$ cat src/rtl/core/mdpp_pkg.sv
`timescale 1ns / 1ps
// ----------------------------------------------------------------------------
// mdpp_pkg
// Shared types, constants and the pixel packing function of the mipmap
// downsampler.
// ----------------------------------------------------------------------------
package mdpp_pkg;

   localparam int PIXEL_W     = 32;
   localparam int ROW_W       = 12;
   localparam int OY_W        = 11;
   localparam int PX_W        = 6;
   localparam int STEP_W      = 7;
   localparam int LS_ADDR_W   = 13;
   localparam int DIV_STEPS   = 12;
   localparam int DIV_CNT_W   = 4;
   localparam int QUEUE_DEPTH = 4;
   localparam int QPTR_W      = 2;
   localparam int QCNT_W      = 3;
   localparam int CSR_INDEX_W = 3;
   localparam int CSR_DATA_W  = 13;

   localparam logic [PIXEL_W-1:0] QUARTER_MASK = 32'hfcfcfcfc;

   typedef enum logic [CSR_INDEX_W-1:0] {
      CSR_SRC_WIDTH  = 3'd0,
      CSR_SRC_HEIGHT = 3'd1,
      CSR_DST_WIDTH  = 3'd2,
      CSR_DST_HEIGHT = 3'd3,
      CSR_STEP_X     = 3'd4,
      CSR_STEP_Y     = 3'd5,
      CSR_OUT_FORMAT = 3'd6,
      CSR_DS_ENABLE  = 3'd7
   } csr_index_type;

   typedef enum logic [2:0] {
      FMT_8888 = 3'd0,
      FMT_1555 = 3'd1,
      FMT_4444 = 3'd2,
      FMT_8332 = 3'd3,
      FMT_565  = 3'd4
   } fmt_type;

   typedef enum logic [1:0] {
      OP_PASS  = 2'd0,
      OP_WRITE = 2'd1,
      OP_EMIT  = 2'd2
   } op_type;

   typedef enum logic [1:0] {
      FS_RUN    = 2'd0,
      FS_LOAD   = 2'd1,
      FS_DIVIDE = 2'd2
   } front_state_type;

   typedef struct packed {
      logic [PIXEL_W-1:0] pixel;
      logic               first_of_image;
   } req_word_type;

   typedef struct packed {
      logic [PIXEL_W-1:0] out_pixel;
      logic               last_of_image;
   } rsp_word_type;

   typedef struct packed {
      logic [12:0] src_width;
      logic [12:0] src_height;
      logic [10:0] dst_width;
      logic [11:0] dst_height;
      logic [6:0]  step_x;
      logic [6:0]  step_y;
      logic [2:0]  out_format;
      logic        downsample_enable;
   } cfg_type;

   typedef struct packed {
      op_type               op;
      logic [LS_ADDR_W-1:0] addr;
      logic [PIXEL_W-1:0]   data;
      logic                 last;
   } op_word_type;

   function automatic logic [PIXEL_W-1:0] pack_pixel(logic [2:0] fmt,
                                                     logic [PIXEL_W-1:0] p);
      logic [PIXEL_W-1:0] r;
      unique case (fmt)
         FMT_1555: r = {16'h0000, p[31], p[23:19], p[15:11], p[7:3]};
         FMT_4444: r = {16'h0000, p[31:28], p[23:20], p[15:12], p[7:4]};
         FMT_8332: r = {16'h0000, p[31:24], p[23:21], p[15:13], p[7:6]};
         FMT_565:  r = {16'h0000, p[23:19], p[15:10], p[7:3]};
         default:  r = p;
      endcase
      return r;
   endfunction

endpackage

$ cat src/rtl/core/mdpp_queue.sv
`timescale 1ns / 1ps
// ----------------------------------------------------------------------------
// mdpp_queue
// Short operation queue between the classifying front and the back end.
// ----------------------------------------------------------------------------
module mdpp_queue (
   input  logic                 clock,
   input  logic                 reset,
   input  logic                 push,
   input  mdpp_pkg::op_word_type push_word,
   output logic                 full,
   input  logic                 pop,
   output logic                 head_valid,
   output mdpp_pkg::op_word_type head_word
);

   mdpp_pkg::op_word_type       word_ff [mdpp_pkg::QUEUE_DEPTH];
   logic [mdpp_pkg::QPTR_W-1:0] wr_ptr_ff, wr_ptr_in;
   logic [mdpp_pkg::QPTR_W-1:0] rd_ptr_ff, rd_ptr_in;
   logic [mdpp_pkg::QCNT_W-1:0] count_ff, count_in;
   logic                        do_push;
   logic                        do_pop;

   assign full       = (count_ff == mdpp_pkg::QCNT_W'(mdpp_pkg::QUEUE_DEPTH));
   assign head_valid = (count_ff != '0);
   assign head_word  = word_ff[rd_ptr_ff];
   assign do_push    = push && !full;
   assign do_pop     = pop && head_valid;

   always_comb begin
      wr_ptr_in = do_push ? wr_ptr_ff + 1'b1 : wr_ptr_ff;
      rd_ptr_in = do_pop ? rd_ptr_ff + 1'b1 : rd_ptr_ff;
      count_in  = count_ff;
      if (do_push && !do_pop) begin
         count_in = count_ff + 1'b1;
      end else if (!do_push && do_pop) begin
         count_in = count_ff - 1'b1;
      end
   end

   always_ff @(posedge clock) begin
      if (reset) begin
         wr_ptr_ff <= '0;
         rd_ptr_ff <= '0;
         count_ff  <= '0;
      end else begin
         wr_ptr_ff <= wr_ptr_in;
         rd_ptr_ff <= rd_ptr_in;
         count_ff  <= count_in;
      end
   end

   always_ff @(posedge clock) begin
      if (do_push) begin
         word_ff[wr_ptr_ff] <= push_word;
      end
   end

endmodule

$ cat config.mk
export PLATFORM = sky130hd
export DESIGN_NAME = mdpp_queue
export DESIGN_NICKNAME = d
export VERILOG_FILES = /design/src/rtl/core/mdpp_pkg.sv /design/src/rtl/core/mdpp_queue.sv
export SDC_FILE = /design/constraint.sdc
export NUM_CORES = 1
export LEC_CHECK = 0
export BUFFER_PORTS_ARGS = -buffer_cell sky130_fd_sc_hd__buf_2
export CORE_UTILIZATION = 43
export CTS_CLUSTER_SIZE = 8
export DETAILED_ROUTE_END_ITERATION = 8
export SLEW_MARGIN = 10
export SYNTH_ARGS = -nofsm -noshare
export SYNTH_HDL_FRONTEND = slang
export SYNTH_SLANG_ARGS = --single-unit
$ cat constraint.sdc
create_clock -name clock -period 3.1 [get_ports clock]
set_clock_uncertainty 0.2 [all_clocks]
set_input_delay 0.155 -clock clock [delete_from_list [all_inputs] [get_ports clock]]
set_output_delay 0.155 -clock clock [all_outputs]
set_load 0.02 [all_outputs]
# [After elaboration in Yosys (flattened, before gate mapping)]
# Memories as Yosys holds them, arrays and structs flattened. A register that Yosys moved wholly into a read port is not among the register bits.
# Index checks and enable logic that the tools add are counted.
[word_totals] rom_bits=0 word_cells=24 latch_bits=0 mem_count=1 ramBits=192 regBits=7 out_inout_bits=50 in_bits=52
[op_classes] n_shift=0 div=0 multipliers=0 n_reduce_logical=9 magnitude_cmp=0 addsub=4 bitwise_logic=0 muxes=6 eq_ne=1
[memory_table] name="word_ff" words=4 width=48 read_ports=1 rd_ports_with_merged_regs=1 write_ports=1 line_no="mdpp_queue.sv:17" rtl="mdpp_pkg::op_word_type word_ff [mdpp_pkg::QUEUE_DEPTH];"
[ops] op="$mux 3" n=2
[ops] op="$add 2x1->2 const B" n=2
[ops] op="$logic_and 1x1->1" n=4
[ops] op="$mux 2" n=2
[ops] op="$add 3x1->3 const B" n=1
[ops] op="$eq 3x3->1 const B" n=1
[ops] op="$logic_not 1->1" n=3
[ops] op="$reduce_bool 3->1" n=1
[ops] op="$sub 3x1->3 const B" n=1
[ops] op="$mux 1" n=2
[ops] op="$reduce_bool 2->1" n=1

# [Logic depth before layout (Yosys ltp)]
[logic_depth] depth_word=7 ltp_mapped=8 depth_no_buf=8

# [Worst setup path after synthesis]
# No wires, ideal clock.
[synth_path] path_type="register to register" from="register count_ff[0] in the netlist's numbering" to="memory word_ff[0][0] in the netlist's numbering (enable)" path_stages_with_launch=4 path_slack_ns=0.477 path_buffers=0 setup_ns=0.410 arrival_time_ns=2.012 period_less_slack_ns=2.623 t_required_ns=2.490 path_cell_list="dfxtp_1 nor3b_2 nor2_1 and2_1"
[synth_between] elab_chain_cells=5
[synth_lines] element="start, declared" line_no="mdpp_queue.sv:20" rtl="logic [mdpp_pkg::QCNT_W-1:0] count_ff, count_in;"
[synth_lines] element="start signal, assigned" line_no="mdpp_queue.sv:49" rtl="count_ff <= count_in;"
[synth_lines] element="$eq 3x3->1" line_no="mdpp_queue.sv:24" rtl="assign full = (count_ff == mdpp_pkg::QCNT_W'(mdpp_pkg::QUEUE_DEPTH));"
[synth_lines] element="via full" line_no="mdpp_queue.sv:11" rtl="output logic full,"
[synth_lines] element="$logic_not 1->1" line_no="mdpp_queue.sv:27" rtl="assign do_push = push && !full;"
[synth_lines] element="$logic_and 1x1->1" line_no="mdpp_queue.sv:27"
[synth_lines] element="via do_push" line_no="mdpp_queue.sv:21" rtl="logic do_push;"
[synth_lines] element="$mux 1" line_no="mdpp_queue.sv:54" rtl="if (do_push) begin"
[synth_lines] element="$mux 1 (not written as such)" line_no="mdpp_queue.sv:55" rtl="word_ff[wr_ptr_ff] <= push_word;"
[synth_lines] element="end, declared" line_no="mdpp_queue.sv:17"
# The timed path passes the listed nets, and every way through them passes these cells.

==> summary.md <==
| Metric | Value |
|---|---|
| #FFs+latches synth | `201` |
| Status | `finished clean` |
| Total GRT Usage | `around 16%` |
| Hold Path Stages | `2` |
| Clock transition at path regs | `50 ps` |
| Port Buffer Count | `101` |
| Pint | `slightly below 6000 uW` |
| Detailed Routing Iterations Pass 1 | `4` |
| Critical path type | `register to primary output` |
| Post-CTS Setup Bufs | `0` |
| Number of nets with antenna violations after routing | `0` |
| Dpl hpwl | `7.84 mm` |
| HP Class | `input pin to register` |
| Iter 0 DRT Violations | `162` |
| Row Count | `47` |
| Yosys Warn Count | `0` |
| Htree depth | `1` |
| Via-per-instance ratio | `4.98` |
| Max stage delay cell, worst path | `dfxtp_4` |
| Commonest non-fill, non-tap cell in the layout | `edfxtp_1` |
| Reg-to-Reg End | `count_ff[2]$_SDFFE_PP0P_` |
| Sequential Power Share | `42.8%` |
| First-pass GRT wire length | `20.7 mm` |
| Multi-input logic area | `between 1000 and 1500 sq um` |
| WP data required | `between 2000 and 3000 ps` |
| Final instance area | `9560 sq um` |
| Post-synthesis net count | `356` |
| R2R depth | `8` |
| Setup Viol. Count Final | `0` |
| Placed Instances | `619` |
| Setup WS pre-CTS | `about 700 ps` |
| CP top delay family | `flip-flops` |
| Peak VDD IR | `0.467 mV` |
| Crit end category | `primary output` |
| CP arrival | `between 2000 and 2500 ps` |
| Max incr delay on CP | `roughly 590 ps` |
| Syn Area/Cell | `24.8 sq um` |
| Gate power share | `22.8%` |
| Hold bufs inserted after CTS | `51` |
| CTS tree | `done` |
| Power Density | `840 nW/um^2` |
| Leakage power | `0.00330 uW` |
| Clk pwr share | `34.4%` |
| Max Clk Rate | `approximately 0.39 GHz` |
| CP max FO | `31` |
| Vias in the first global route | `between 3000 and 4000` |
| Critical-path cell list | `buf_12 -> mux4_2 -> buf_2` |
| Gpl congestion | `0.724` |
| Clk sink count | `201` |
| Post-synthesis sequential area ratio | `80.5%` |
| Leading cell types in the layout, fill and taps excluded | `192 x edfxtp_1, 101 x buf_2, 51 x dlygate4sd3_1, 48 x mux4_2, 29 x clkbuf_16` |
| Die X | `approximately 130 um` |
| Initial Utilization | `44.2%` |
| DIE HEIGHT | `133 um` |
| Number of diodes | `0` |
| Slew headroom | `62.1%` |
| Die ar. | `17700 sq um` |
| Flop2flop setup slack | `680 ps` |
| Post_cts resized | `0` |
| Share of layout cells above drive strength 1 | `39.2%` |
| IO Count | `just over 100` |
| Global route overflow | `0` |
| Max clock buf depth | `3` |
| Post-DP Area | `8230 sq um` |
| PnR worst setup slack | `567 ps` |
| Worst-Margin Slew | `569 ps` |
| Final hold violation count | `0` |
| Net Sw Power | `~2200 uW` |
| Hold slack | `196 ps` |
| Netlist Area Pre-Place | `7380 sq um` |
| Vias post-DR | `3597` |
| Detailed Route WL | `~13 mm` |
| Setup TNS | `0 ps` |
| CP Buf/Inv Count | `2` |
| CTS buffer count | `29` |
| Largest net degree at the start of global routing | `33` |
| Endpoint of the worst hold path | `word_ff[1][0]$_DFFE_PP_` |
| Clock Latency Late Sink | `510 ps` |
| Final period util | `81.7%` |
| Mapped Cells | `around 300` |
| WL/cell | `18.6 um` |
| DRC Markers | `0` |
| Hold_sp | `push_word[0]` |
| Core ar. | `16700 sq um` |
| Flip-flop and latch area | `5950 sq um` |
| Non-filler cells, final | `722` |
| Nets | `539` |
| Sw frac | `27.1%` |
| Min cycle time layout | `approximately 2500 ps` |
| Max-slew violation count | `0` |
| CP Launch Type | `register` |
| RSZ-0062 raised after global routing | `no` |
| Root buf cell | `clkbuf_16` |
| Worst flop-to-flop path startpoint | `count_ff[0]$_SDFFE_PP0P_` |
| Max Cap Viol | `0` |
| Area grow syn2layout | `29.5%` |
| Fill cell count | `1260` |
| Count of cell types in the netlist | `21` |
| Initial antenna violation count | `0` |
## metrics by stage
step / power, uW / utilization (%)
3_5_place_dp: 5320 / 49.3
4_1_cts: 8170 / 57.2
3_3_place_gp: 5290 / 49.3
2_1_floorplan: 4740 / -
6_report: 8020 / 57.2
5_1_grt: 8370 / 57.2
## power groups by stage
| stage | logic (uW) | clock network [uW] | registers [uW] |
|---|---|---|---|
| 2_1_floorplan | 1350 | 0 | 3390 |
| 3_3_place_gp | 1800 | 0 | 3480 |
| 3_5_place_dp | 1820 | 0 | 3500 |
| 4_1_cts | 1880 | 2840 | 3450 |
| 5_1_grt | 1960 | 2940 | 3480 |
| 6_report | 1830 | 2760 | 3440 |
## worst max path at each step
stage / start / to / slack, ps / cells past startpoint
after floorplan: count_ff[0]$_SDFFE_PP0P_ / word_ff[0][0]$_DFFE_PP_ / 480 / 3
after global placement: count_ff[0]$_SDFFE_PP0P_ / count_ff[2]$_SDFFE_PP0P_ / 790 / 8
after detailed placement: count_ff[0]$_SDFFE_PP0P_ / count_ff[2]$_SDFFE_PP0P_ / 710 / 8
after CTS: register / head_word[13] / 460 / 3
after global routing: register / head_word[13] / 400 / 3
final: register / head_word[13] / 570 / 3
## cells in the mapped netlist
master | instances | area share [%]
a21oi_1 | 2 | 0.14
and2_1 | 4 | 0.34
buf_2 | 3 | 0.20
buf_4 | 2 | 0.20
buf_6 | 3 | 0.46
clkbuf_1 | 3 | 0.15
dfxtp_1 | 9 | 2.4
edfxtp_1 | 192 | 78
fa_1 | 1 | 0.27
ha_1 | 5 | 0.85
inv_1 | 4 | 0.20
mux2i_1 | 2 | 0.27
mux4_2 | 48 | 15
nand2b_1 | 2 | 0.17
nor2_1 | 6 | 0.31
nor3b_2 | 1 | 0.17
o21ai_0 | 2 | 0.14
o311ai_0 | 1 | 0.12
o31ai_1 | 1 | 0.10
or3_1 | 3 | 0.25
xor2_1 | 4 | 0.47
## worst reg2reg max path, stage by stage (launching register included)
cell     delay (ps)
dfxtp_1         450
nor3b_2         100
nor2_1          310
ha_1            260
inv_1            60
fa_1            370
xor2_1          160
or3_1           300
a21oi_1         130
## cell type report
type                    instances  share of cell area, %
flip-flops and latches        201                   62.3
repair buffers                163                   12.0
well taps                     220                   2.88
inverters                       4                  0.157
clock inverters                 1                 0.0916
clock buffers                  51                   8.46
multi-input cells              82                   14.1
## per-layer routing
metal  global-route usage (%)  routed length, um  vias to the layer above
li1                         -                  -                     1626
met1                     20.4               5840                     1848
met2                     25.9               6610                       98
met3                     3.07                657                       25
met4                     5.43                308                        0
met5                        0                  0                        -
## state kept, by name, indices dropped and copies added (netlist names), named ones only
signal and cells:
wr_ptr_ff 2, count_ff 3, word_ff 192, rd_ptr_ff 2
## cell families (layout without fill, tap and decap cells)
family,Yosys count,count (layout),synth area share [%]
flip-flops,201,201,80.5
multiplexers,50,50,14.9
AND/OR/NAND/NOR,16,16,1.24
buffers and inverters,15,219,1.22
adder cells (fa/ha/maj),6,6,1.12
AO/OA/AOI/OAI,6,6,0.492
XOR/XNOR,4,4,0.475
(Power assumes the default switching activity.)
