### src/rtl/core/mdpp_pkg.sv
`timescale 1ns / 1ps
// ----------------------------------------------------------------------------
// mdpp_pkg
// Shared types, constants and the pixel packing function of the mipmap
// downsampler.
// ----------------------------------------------------------------------------
package mdpp_pkg;

   localparam int PIXEL_W     = 32;
   localparam int ROW_W       = 12;
   localparam int OY_W        = 11;
   localparam int PX_W        = 6;
   localparam int STEP_W      = 7;
   localparam int LS_ADDR_W   = 13;
   localparam int DIV_STEPS   = 12;
   localparam int DIV_CNT_W   = 4;
   localparam int QUEUE_DEPTH = 4;
   localparam int QPTR_W      = 2;
   localparam int QCNT_W      = 3;
   localparam int CSR_INDEX_W = 3;
   localparam int CSR_DATA_W  = 13;

   localparam logic [PIXEL_W-1:0] QUARTER_MASK = 32'hfcfcfcfc;

   typedef enum logic [CSR_INDEX_W-1:0] {
      CSR_SRC_WIDTH  = 3'd0,
      CSR_SRC_HEIGHT = 3'd1,
      CSR_DST_WIDTH  = 3'd2,
      CSR_DST_HEIGHT = 3'd3,
      CSR_STEP_X     = 3'd4,
      CSR_STEP_Y     = 3'd5,
      CSR_OUT_FORMAT = 3'd6,
      CSR_DS_ENABLE  = 3'd7
   } csr_index_type;

   typedef enum logic [2:0] {
      FMT_8888 = 3'd0,
      FMT_1555 = 3'd1,
      FMT_4444 = 3'd2,
      FMT_8332 = 3'd3,
      FMT_565  = 3'd4
   } fmt_type;

   typedef enum logic [1:0] {
      OP_PASS  = 2'd0,
      OP_WRITE = 2'd1,
      OP_EMIT  = 2'd2
   } op_type;

   typedef enum logic [1:0] {
      FS_RUN    = 2'd0,
      FS_LOAD   = 2'd1,
      FS_DIVIDE = 2'd2
   } front_state_type;

   typedef struct packed {
      logic [PIXEL_W-1:0] pixel;
      logic               first_of_image;
   } req_word_type;

   typedef struct packed {
      logic [PIXEL_W-1:0] out_pixel;
      logic               last_of_image;
   } rsp_word_type;

   typedef struct packed {
      logic [12:0] src_width;
      logic [12:0] src_height;
      logic [10:0] dst_width;
      logic [11:0] dst_height;
      logic [6:0]  step_x;
      logic [6:0]  step_y;
      logic [2:0]  out_format;
      logic        downsample_enable;
   } cfg_type;

   typedef struct packed {
      op_type               op;
      logic [LS_ADDR_W-1:0] addr;
      logic [PIXEL_W-1:0]   data;
      logic                 last;
   } op_word_type;

   function automatic logic [PIXEL_W-1:0] pack_pixel(logic [2:0] fmt,
                                                     logic [PIXEL_W-1:0] p);
      logic [PIXEL_W-1:0] r;
      unique case (fmt)
         FMT_1555: r = {16'h0000, p[31], p[23:19], p[15:11], p[7:3]};
         FMT_4444: r = {16'h0000, p[31:28], p[23:20], p[15:12], p[7:4]};
         FMT_8332: r = {16'h0000, p[31:24], p[23:21], p[15:13], p[7:6]};
         FMT_565:  r = {16'h0000, p[23:19], p[15:10], p[7:3]};
         default:  r = p;
      endcase
      return r;
   endfunction

endpackage

### src/rtl/core/mdpp_front.sv
`timescale 1ns / 1ps
// ----------------------------------------------------------------------------
// mdpp_front
// Accepts source words, tracks the source position and its grid cell, and
// classifies each pixel: line store write, emit, passthrough, hold or drop.
// ----------------------------------------------------------------------------
module mdpp_front #(
   parameter int MAX_DST_WIDTH = 1024,
   parameter int MAX_SRC_WIDTH = 4096
) (
   input  logic                  clock,
   input  logic                  reset,
   input  mdpp_pkg::cfg_type     cfg,
   input  logic                  cfg_wr,
   input  logic                  req_valid,
   output logic                  req_stall,
   input  mdpp_pkg::req_word_type req_word,
   input  logic                  q_full,
   output logic                  push,
   output mdpp_pkg::op_word_type push_word
);

   localparam int SW_MAX = (MAX_SRC_WIDTH < 4096) ? MAX_SRC_WIDTH : 4096;
   localparam int COL_W  = $clog2(SW_MAX);
   localparam int CMP_W  = 16;
   localparam int ROW_W  = mdpp_pkg::ROW_W;
   localparam int OY_W   = mdpp_pkg::OY_W;
   localparam int PX_W   = mdpp_pkg::PX_W;
   localparam int STEP_W = mdpp_pkg::STEP_W;

   mdpp_pkg::front_state_type state_ff, state_in;

   logic [COL_W-1:0]              col_ff, col_in;
   logic [ROW_W-1:0]              row_ff, row_in;
   logic [PX_W-1:0]               px_ff, px_in;
   logic [COL_W-1:0]              ox_ff, ox_in;
   logic [PX_W-1:0]               py_ff, py_in;
   logic [OY_W-1:0]               oy_ff, oy_in;
   logic [mdpp_pkg::PIXEL_W-1:0]  left_ff, left_in;
   logic [mdpp_pkg::DIV_CNT_W-1:0] cnt_ff, cnt_in;
   logic [ROW_W-1:0]              dvd_c_ff, dvd_c_in;
   logic [ROW_W-1:0]              dvd_r_ff, dvd_r_in;
   logic [PX_W-1:0]               rem_c_ff, rem_c_in;
   logic [PX_W-1:0]               rem_r_ff, rem_r_in;

   logic [COL_W-1:0]  last_col;
   logic [ROW_W-1:0]  last_row;
   logic [CMP_W-1:0]  last_ox;
   logic [OY_W-1:0]   last_oy;
   logic [STEP_W-1:0] sx;
   logic [STEP_W-1:0] sy;

   logic              accept;
   logic [COL_W-1:0]  c;
   logic [ROW_W-1:0]  r;
   logic [PX_W-1:0]   px;
   logic [COL_W-1:0]  ox;
   logic [PX_W-1:0]   py;
   logic [OY_W-1:0]   oy;
   logic [mdpp_pkg::PIXEL_W-1:0] q;
   logic [mdpp_pkg::PIXEL_W-1:0] pair;
   logic              in_win;

   logic [STEP_W-1:0] rt_c, rt_r;
   logic              ge_c, ge_r;
   logic [PX_W-1:0]   rem_c_nx, rem_r_nx;
   logic [ROW_W-1:0]  dvd_c_nx, dvd_r_nx;

   // clamped register values
   always_comb begin
      if (cfg.src_width == '0) begin
         last_col = '0;
      end else if (32'(cfg.src_width) > SW_MAX) begin
         last_col = COL_W'(SW_MAX - 1);
      end else begin
         last_col = COL_W'(cfg.src_width - 13'd1);
      end
      if (cfg.src_height == '0) begin
         last_row = '0;
      end else if (cfg.src_height > 13'd4096) begin
         last_row = ROW_W'(4095);
      end else begin
         last_row = ROW_W'(cfg.src_height - 13'd1);
      end
      if (cfg.dst_width == '0) begin
         last_ox = '0;
      end else if (32'(cfg.dst_width) > MAX_DST_WIDTH) begin
         last_ox = CMP_W'(MAX_DST_WIDTH - 1);
      end else begin
         last_ox = CMP_W'(cfg.dst_width - 11'd1);
      end
      if (cfg.dst_height == '0) begin
         last_oy = '0;
      end else if (cfg.dst_height > 12'd2048) begin
         last_oy = OY_W'(2047);
      end else begin
         last_oy = OY_W'(cfg.dst_height - 12'd1);
      end
      if (cfg.step_x < 7'd2) begin
         sx = 7'd2;
      end else if (cfg.step_x > 7'd64) begin
         sx = 7'd64;
      end else begin
         sx = cfg.step_x;
      end
      if (cfg.step_y < 7'd2) begin
         sy = 7'd2;
      end else if (cfg.step_y > 7'd64) begin
         sy = 7'd64;
      end else begin
         sy = cfg.step_y;
      end
   end

   assign req_stall = (state_ff != mdpp_pkg::FS_RUN) || q_full;
   assign accept    = req_valid && !req_stall;

   // position of this word
   assign c  = req_word.first_of_image ? '0 : col_ff;
   assign r  = req_word.first_of_image ? '0 : row_ff;
   assign px = req_word.first_of_image ? '0 : px_ff;
   assign ox = req_word.first_of_image ? '0 : ox_ff;
   assign py = req_word.first_of_image ? '0 : py_ff;
   assign oy = req_word.first_of_image ? '0 : oy_ff;

   assign q      = (req_word.pixel & mdpp_pkg::QUARTER_MASK) >> 2;
   assign pair   = left_ff + q;
   assign in_win = (CMP_W'(ox) <= last_ox) && (oy <= last_oy) &&
                   (px <= PX_W'(1)) && (py <= PX_W'(1));

   // one restoring division step on column and row
   assign rt_c     = {rem_c_ff, dvd_c_ff[ROW_W-1]};
   assign rt_r     = {rem_r_ff, dvd_r_ff[ROW_W-1]};
   assign ge_c     = (rt_c >= sx);
   assign ge_r     = (rt_r >= sy);
   assign rem_c_nx = ge_c ? PX_W'(rt_c - sx) : PX_W'(rt_c);
   assign rem_r_nx = ge_r ? PX_W'(rt_r - sy) : PX_W'(rt_r);
   assign dvd_c_nx = {dvd_c_ff[ROW_W-2:0], ge_c};
   assign dvd_r_nx = {dvd_r_ff[ROW_W-2:0], ge_r};

   always_comb begin
      state_in  = state_ff;
      col_in    = col_ff;
      row_in    = row_ff;
      px_in     = px_ff;
      ox_in     = ox_ff;
      py_in     = py_ff;
      oy_in     = oy_ff;
      left_in   = left_ff;
      cnt_in    = cnt_ff;
      dvd_c_in  = dvd_c_ff;
      dvd_r_in  = dvd_r_ff;
      rem_c_in  = rem_c_ff;
      rem_r_in  = rem_r_ff;
      push      = 1'b0;
      push_word = '{op: mdpp_pkg::OP_PASS, addr: mdpp_pkg::LS_ADDR_W'(ox),
                    data: pair, last: 1'b0};

      unique case (state_ff)
         mdpp_pkg::FS_RUN: begin
            if (accept) begin
               if (!cfg.downsample_enable) begin
                  push           = 1'b1;
                  push_word.op   = mdpp_pkg::OP_PASS;
                  push_word.data = req_word.pixel;
                  push_word.last = (c == last_col) && (r == last_row);
               end else if (in_win) begin
                  if (px == '0) begin
                     left_in = q;
                  end else if (py == '0) begin
                     push         = 1'b1;
                     push_word.op = mdpp_pkg::OP_WRITE;
                  end else begin
                     push           = 1'b1;
                     push_word.op   = mdpp_pkg::OP_EMIT;
                     push_word.last = (CMP_W'(ox) == last_ox) && (oy == last_oy);
                  end
               end
               if (c == last_col) begin
                  col_in = '0;
                  px_in  = '0;
                  ox_in  = '0;
                  if (r == last_row) begin
                     row_in = '0;
                     py_in  = '0;
                     oy_in  = '0;
                  end else begin
                     row_in = r + 1'b1;
                     if ({1'b0, py} + 1'b1 == sy) begin
                        py_in = '0;
                        oy_in = oy + 1'b1;
                     end else begin
                        py_in = py + 1'b1;
                        oy_in = oy;
                     end
                  end
               end else begin
                  col_in = c + 1'b1;
                  row_in = r;
                  py_in  = py;
                  oy_in  = oy;
                  if ({1'b0, px} + 1'b1 == sx) begin
                     px_in = '0;
                     ox_in = ox + 1'b1;
                  end else begin
                     px_in = px + 1'b1;
                     ox_in = ox;
                  end
               end
            end
         end
         mdpp_pkg::FS_LOAD: begin
            col_in   = (col_ff > last_col) ? last_col : col_ff;
            row_in   = (row_ff > last_row) ? last_row : row_ff;
            dvd_c_in = ROW_W'(col_in);
            dvd_r_in = row_in;
            rem_c_in = '0;
            rem_r_in = '0;
            cnt_in   = '0;
            state_in = mdpp_pkg::FS_DIVIDE;
         end
         mdpp_pkg::FS_DIVIDE: begin
            dvd_c_in = dvd_c_nx;
            dvd_r_in = dvd_r_nx;
            rem_c_in = rem_c_nx;
            rem_r_in = rem_r_nx;
            cnt_in   = cnt_ff + 1'b1;
            if (cnt_ff == mdpp_pkg::DIV_CNT_W'(mdpp_pkg::DIV_STEPS - 1)) begin
               px_in    = rem_c_nx;
               ox_in    = COL_W'(dvd_c_nx);
               py_in    = rem_r_nx;
               oy_in    = OY_W'(dvd_r_nx);
               state_in = mdpp_pkg::FS_RUN;
            end
         end
         default: begin
            state_in = mdpp_pkg::FS_RUN;
         end
      endcase

      if (cfg_wr) begin
         state_in = mdpp_pkg::FS_LOAD;
      end
   end

   always_ff @(posedge clock) begin
      if (reset) begin
         state_ff <= mdpp_pkg::FS_RUN;
      end else begin
         state_ff <= state_in;
      end
   end

   always_ff @(posedge clock) begin
      if (reset) begin
         col_ff  <= '0;
         row_ff  <= '0;
         px_ff   <= '0;
         ox_ff   <= '0;
         py_ff   <= '0;
         oy_ff   <= '0;
         left_ff <= '0;
         cnt_ff  <= '0;
      end else begin
         col_ff  <= col_in;
         row_ff  <= row_in;
         px_ff   <= px_in;
         ox_ff   <= ox_in;
         py_ff   <= py_in;
         oy_ff   <= oy_in;
         left_ff <= left_in;
         cnt_ff  <= cnt_in;
      end
   end

   always_ff @(posedge clock) begin
      dvd_c_ff <= dvd_c_in;
      dvd_r_ff <= dvd_r_in;
      rem_c_ff <= rem_c_in;
      rem_r_ff <= rem_r_in;
   end

endmodule

### config.mk
export PLATFORM = sky130hd
export DESIGN_NAME = mdpp_front
export DESIGN_NICKNAME = d
export VERILOG_FILES = /design/src/rtl/core/mdpp_pkg.sv /design/src/rtl/core/mdpp_front.sv
export SDC_FILE = /design/constraint.sdc
export NUM_CORES = 1
export LEC_CHECK = 0
export ABC_AREA = 1
export BUFFER_PORTS_ARGS = -buffer_cell sky130_fd_sc_hd__buf_2
export CAP_MARGIN = 0
export CORE_UTILIZATION = 61
export DETAILED_ROUTE_END_ITERATION = 6
export PLACE_DENSITY = 0.83
export SLEW_MARGIN = 5
export SYNTH_ARGS = -nofsm -noshare
export SYNTH_HDL_FRONTEND = slang
export SYNTH_SLANG_ARGS = --single-unit
### constraint.sdc
create_clock -name clock -period 4.13 [get_ports clock]
set_input_delay 0.6195 -clock clock [delete_from_list [all_inputs] [get_ports clock]]
set_output_delay 0.6195 -clock clock [all_outputs]
set_load 0.01 [all_outputs]
== Word level (Yosys, flattened, before mapping) ==
Index checks and enable logic that the tools add are counted.

* Register bits: 125
* Input port bits: 105
* Output and inout port bits: 50
* Word-level logic and storage cells: 162

* $add $sub $neg: 16
* $lt $le $gt $ge: 16
* Equal/unequal tests: 13
* Mux-type cells: 77
* Bitwise operators: 1
* Reduce and logical (&&, ||, !) cells: 25

{| class="wikitable"
|+ Operator list
! cell !! count
|-
| 12-bit 2-to-1 mux || 18
|-
| 12-bit one-hot mux with 2 select lines || 5
|-
| 11-bit 2-to-1 mux || 8
|-
| 6-bit 2-to-1 mux || 13
|-
| 33-bit 2-to-1 mux || 2
|-
| 6-bit one-hot mux with 2 select lines || 4
|-
| 12-bit by 1-bit adder with 12-bit output, second input constant || 3
|-
| 16-bit 2-to-1 mux || 2
|-
| 32-bit 2-to-1 mux || 1
|-
| 30-bit by 30-bit adder with 31-bit output || 1
|-
| 7-bit 2-to-1 mux || 4
|-
| 13-bit greater-than comparator, second input constant || 2
|-
| 13-bit logical NOT || 2
|-
| 12-bit == test || 2
|-
| 12-bit greater-than comparator || 2
|-
| 12-bit by 1-bit subtractor with 12-bit output, second input constant || 2
|-
| 11-bit one-hot mux with 2 select lines || 1
|-
| 12-bit by 16-bit == test with 1-bit output || 1
|-
| 12-bit by 16-bit <= comparator with 1-bit output || 1
|-
| 6-bit by 1-bit adder with 7-bit output, second input constant || 2
|-
| 7-bit == test || 2
|-
| 7-bit >= comparator || 2
|-
| 7-bit greater-than comparator, second input constant || 2
|-
| 7-bit by 2-bit less-than comparator with 1-bit output, second input constant || 2
|-
| 33 further kinds || 64
|}

== Longest topological paths before layout ==
* Depth after elaboration: 11
* Mapped depth: 25
* Gate-level depth less buffers: 24

== Worst setup path after synthesis ==
OpenSTA, ideal clock, no wires.

* Path kind: input to output
* Start: input port cfg[30] in the netlist's numbering
* End: output port push_word[0] in the netlist's numbering
* Arrival: 3.406 ns
* Slack: 0.105 ns
* Cell stages on the path: 24
* Path through: inv_1 ha_1 nand2_1 nor2_1 inv_1 nor3_1 inv_1 nor2_1 inv_1 o21ai_1 nand3_1 nand2_1 ha_1 a21oi_1 o21ai_0 nand4_1 nand3_1 nand2_1 nand2_1 nand3_1 nand4_1 nor3_1 nand2_1 o21ai_1

{| class="wikitable"
|+ RTL lines
! what !! line !! RTL
|-
| from (decl) || mdpp_front.sv:13 || <nowiki>input mdpp_pkg::cfg_type cfg,</nowiki>
|-
| to (decl) || mdpp_front.sv:20 || <nowiki>output mdpp_pkg::op_word_type push_word</nowiki>
|}

==> results by stage <==
Cells and area:
- The final net count is 2,546.
- The area of all sequential standard cells is 2860 um2.
- Counting the fill cells in the layout gives 1,839.
- The repair_antennas step left the layout with diodes totalling 0.
- The signed area change from the synthesized netlist to the final layout is 15.3%.
- The post-route core utilization is 0.719.
- The fraction of layout instances using a drive strength above 1 is 0.145.
- In the final layout, the multi-input gates occupy 8920 um2.

Timing:
- Across all hold checks on the routed design, the worst slack comes to 0.430 ns.
- The final hold violation count is 0.
- The transition time of the tightest slew-check pin is 1.09 ns.
- The number of pins exceeding their max-slew limit in the final report is 0.
- The minimum clock period after layout is 4.09 ns.
- In this run the tightest slew margin relative to its limit is 0.275.
- The final number of setup-violating endpoints is 0.
- Clock skew on the completed layout was measured at 0.0116 ns.
- Setup repair after global routing could not meet its margin everywhere.
- In the finished design, the share of the clock period the worst path needs comes to 0.989.
- The peak clock frequency supported by timing is 245 MHz.

Yosys:
- The cell type with the highest aggregate area in the netlist is nand2_1.
- The synthesized area is 13,200 um2.
- The area share of the leading cell type in the synthesized netlist is 0.169.
- The average instance in the mapped netlist occupies 6.05 um2.
- After technology mapping, the gate count stands at 2,176.
- The number of nets handed over by synthesis was 2,391.
- The commonest cells after synthesis are nand2_1 (593), inv_1 (308), nor2_1 (233), o21ai_0 (184), nand3_1 (159).
- The share of synthesized area occupied by flip-flops and latches is 0.218.
- For this run, the leading register cell type out of synthesis is dfxtp_1.
- After synthesis the netlist holds a flip-flop and latch count of 125.
- Counting flops with an async set or reset pin after synthesis yields a share of 0.
- The number of distinct library cells after synthesis is 47.
- For this run, the number of Yosys warnings is 0.
- The number of synthesized flops with an enable pin is 36.
- The most used standard cell by instance count after synthesis is nand2_1.
- By area the synthesized netlist is led by nand2_1 (17%), dfxtp_1 (14%), ha_1 (9.9%), inv_1 (8.8%), edfxtp_1 (8.2%).

Pwr:
- For this design the ratio of total power to cell area is 279 nW/um2.
- The total power is 4230 uW.
- The analysis attributes to cell leakage a power of 0.00783 uW.
- Across the VDD grid, the largest voltage drop is 305 uV.

Route:
- The residual antenna-violating net count after detailed routing is 0.
- The wire length per cell is 14.6 um.
- The number of optimization iterations in the first detailed-route pass is 5.
- The detailed-route wire length is 38,400 um.
- The number of DRC violations after detailed-routing iteration 0 is 1,209.
- After detailed routing, the number of remaining DRC violations is 0.
- After detailed routing, the number of vias per cell comes to 5.62.
- The total vias in the final route is 14,700.

Setup path:
- The data arrival time at the worst-slack endpoint is 3.47 ns.
- The worst setup path is of the input port to output pin kind.
- The worst setup path is launched from an input port.
- The type of element capturing the critical path is an output pin.
- Setup slack on the worst reg-to-reg path comes out at 1.29 ns.
- For the worst setup path, the data required time is 3.51 ns.
- In this run the critical register-to-register path is launched from state_ff[0].
- The cell depth of the worst flop-to-flop path is 10.
- Of all nets on the critical path, the largest fanout is 8.
- The worst register-to-register path ends at py_ff[2].

Placed design:
- The number of I/O port buffers is 150.
- The placer's final routability congestion estimate is 1.01.
- Detailed placement ended at an HPWL of 28,000 um.

Floorplan:
- In this run the standard cell core region covers 21,100 um2.
- The die area is 22,200 um2.
- The die is 149 um tall.
- For this configuration, the core starts out at a cell density of 0.624.
- The chip width is 149 um.
- The standard-cell row count is 53.
- The count of pins on the block boundary is 155.

Clock tree:
- After clock tree synthesis, the clock-pin slew on the worst setup and hold paths is 0.06 ns.
- The TritonCTS sink count is 125.
- The clock tree synthesis step divided the H-tree into 4 levels.
- In this run the deepest clock path goes through 2 buffers.
- The cell sitting at the root of the clock tree is a clkbuf_16.
- The source-to-sink clock delay at the later pin of the worst-skew pair is 0.43 ns.
- The number of buffers created by CTS is 17.
- The CTS tree is built.

Status:
- The flow ran to the end, and the final reports show no timing, DRC or antenna violations.

Min path:
- The number of cells on the worst hold path is 2.
- The worst min-delay path category is input port to flop.
- The endpoint of the worst hold-timing path is state_ff[0].
- The startpoint identified for the worst hold timing path is reset.

Global routing:
- The first global-routing pass estimated 61,000 um of wire.
- The via count of the first global-routing pass is 13,400.
- The number of antenna violations at the first check in global routing is 0.
- The pin count of the biggest net entering global routing is 59.
- Across every metal layer, demand over resource in global routing totals 0.337.
- For this run the aggregate overflow at the end of global routing stands at 0.

Run:
- The total of max-cap violations is 0.
power breakdown:
part           switching (uW)  internal, uW
logic                     789           437
registers                74.6          1380
clock network             627           915
total                    1490          2730
timing repair:
| item | 4_1_cts | 5_1_grt |
|---|---|---|
| endpoints found under the setup margin | 4 | 4 |
| resized for setup | 11 | 34 |
| endpoints found under the hold margin | 0 | 0 |
| cloned | 0 | 0 |
| hold buffers | 0 | 0 |
| pin swaps | 8 | 18 |
| buffers inserted | 4 | 5 |
cell families (layout without fill, tap and decap cells):
| kind of cell | Yosys count | count (layout) | synth area share |
|---|---|---|---|
| adder cells (fa/ha/maj) | 110 | 110 | 0.108 |
| multiplexers | 4 | 4 | 0.00342 |
| flip-flops | 125 | 125 | 0.218 |
| AO/OA/AOI/OAI | 375 | 375 | 0.152 |
| other | 2 | 2 | 0.000571 |
| XOR/XNOR | 59 | 59 | 0.0393 |
| AND/OR/NAND/NOR | 1112 | 1112 | 0.361 |
| buffers and inverters | 389 | 557 | 0.118 |
routing by layer:
metal	track usage	up-vias	wire (um)
li1	-	7364	-
met1	0.433	6637	16300
met2	0.568	644	18100
met3	0.0401	84	2920
met4	0.147	0	1040
met5	0	-	0
worst max-delay path, stage by stage:
cell	delay [ns]
buf_8	0.10
inv_4	0.06
ha_4	0.14
nand2_4	0.05
nor2_4	0.09
inv_2	0.05
nor3_2	0.16
inv_1	0.08
nor2_2	0.13
inv_2	0.06
o21ai_1	0.13
buf_4	0.18
nand3_1	0.11
nand2_2	0.10
ha_4	0.21
nand2_2	0.09
inv_1	0.07
nand4_1	0.11
nand3_1	0.10
nand2_1	0.07
nand2_1	0.06
nand3_2	0.07
nand4_1	0.13
nor3_2	0.17
nand2_1	0.07
o21ai_1	0.08
buf_2	0.16
stage by stage:
step           instances  setup TNS [ns]  worst slack (ns)  cell area [um2]
6_report            2619               0            0.0444            15200
5_1_grt             2619          -0.702            -0.244            15200
4_1_cts             2614               0           0.00537            14900
3_5_place_dp        2578          -0.231            -0.114            14300
3_3_place_gp        2578               0            0.0114            14300
2_1_floorplan       2176               0             0.105            13200
final cells by class:
class	instances	area share
Inverter	315	0.0783
Clock buffer	20	0.0316
Timing Repair Buffer	210	0.0823
Sequential cell	125	0.189
Multi-Input combinational cell	1662	0.588
Tap cell	275	0.0227
Clock inverter	12	0.00808
worst max-delay path by stage:
stage          startpoint            to  slack [ns]  depth (start not counted)
2_1_floorplan     cfg[30]  push_word[0]        0.10                         24
3_3_place_gp      cfg[30]  push_word[0]        0.01                         27
3_5_place_dp      cfg[30]  push_word[0]       -0.11                         27
4_1_cts           cfg[30]  push_word[0]       0.005                         27
5_1_grt           cfg[31]  push_word[0]       -0.24                         27
6_report          cfg[30]  push_word[0]        0.04                         27
flip-flops by register name, summed over array words and instances (netlist names):
| name | cells |
|---|---|
| py_ff | 6 |
| col_ff | 12 |
| cnt_ff | 4 |
| px_ff | 6 |
| ox_ff | 12 |
| dvd_r_ff | 12 |
| oy_ff | 11 |
| rem_r_ff | 6 |
| dvd_c_ff | 12 |
| rem_c_ff | 6 |
| state_ff | 2 |
| left_ff | 24 |
| row_ff | 12 |
cell usage in the layout (no fill, tap or decap), types with 5 or more instances in the layout:
cell       Yosys  layout
or2_2          6       6
a211oi_1       6       5
fa_1           6       6
o211ai_1       6       6
edfxtp_1      36      36
nand3b_1      13      13
inv_1        308     303
nor2_4         6       7
buf_2         13     147
o21ai_0      184     182
nand3_2        2       5
o21ai_1        6       7
clkbuf_16      0      19
xor2_1        44      44
nand2_2       13      21
nor2_1       233     231
a21oi_2       15      18
xnor2_1       15      15
a21oi_1      140     137
nand2_1      593     584
nor2_2         9      10
nand3_1      159     156
a31oi_1        6       6
ha_1         104      97
ha_4           0       6
dfxtp_1       89      89
nand4_1       44      44
buf_4         10      58
inv_2          2       6
nor3_1        21      18
No activity file was read; power rests on OpenSTA's default activity.
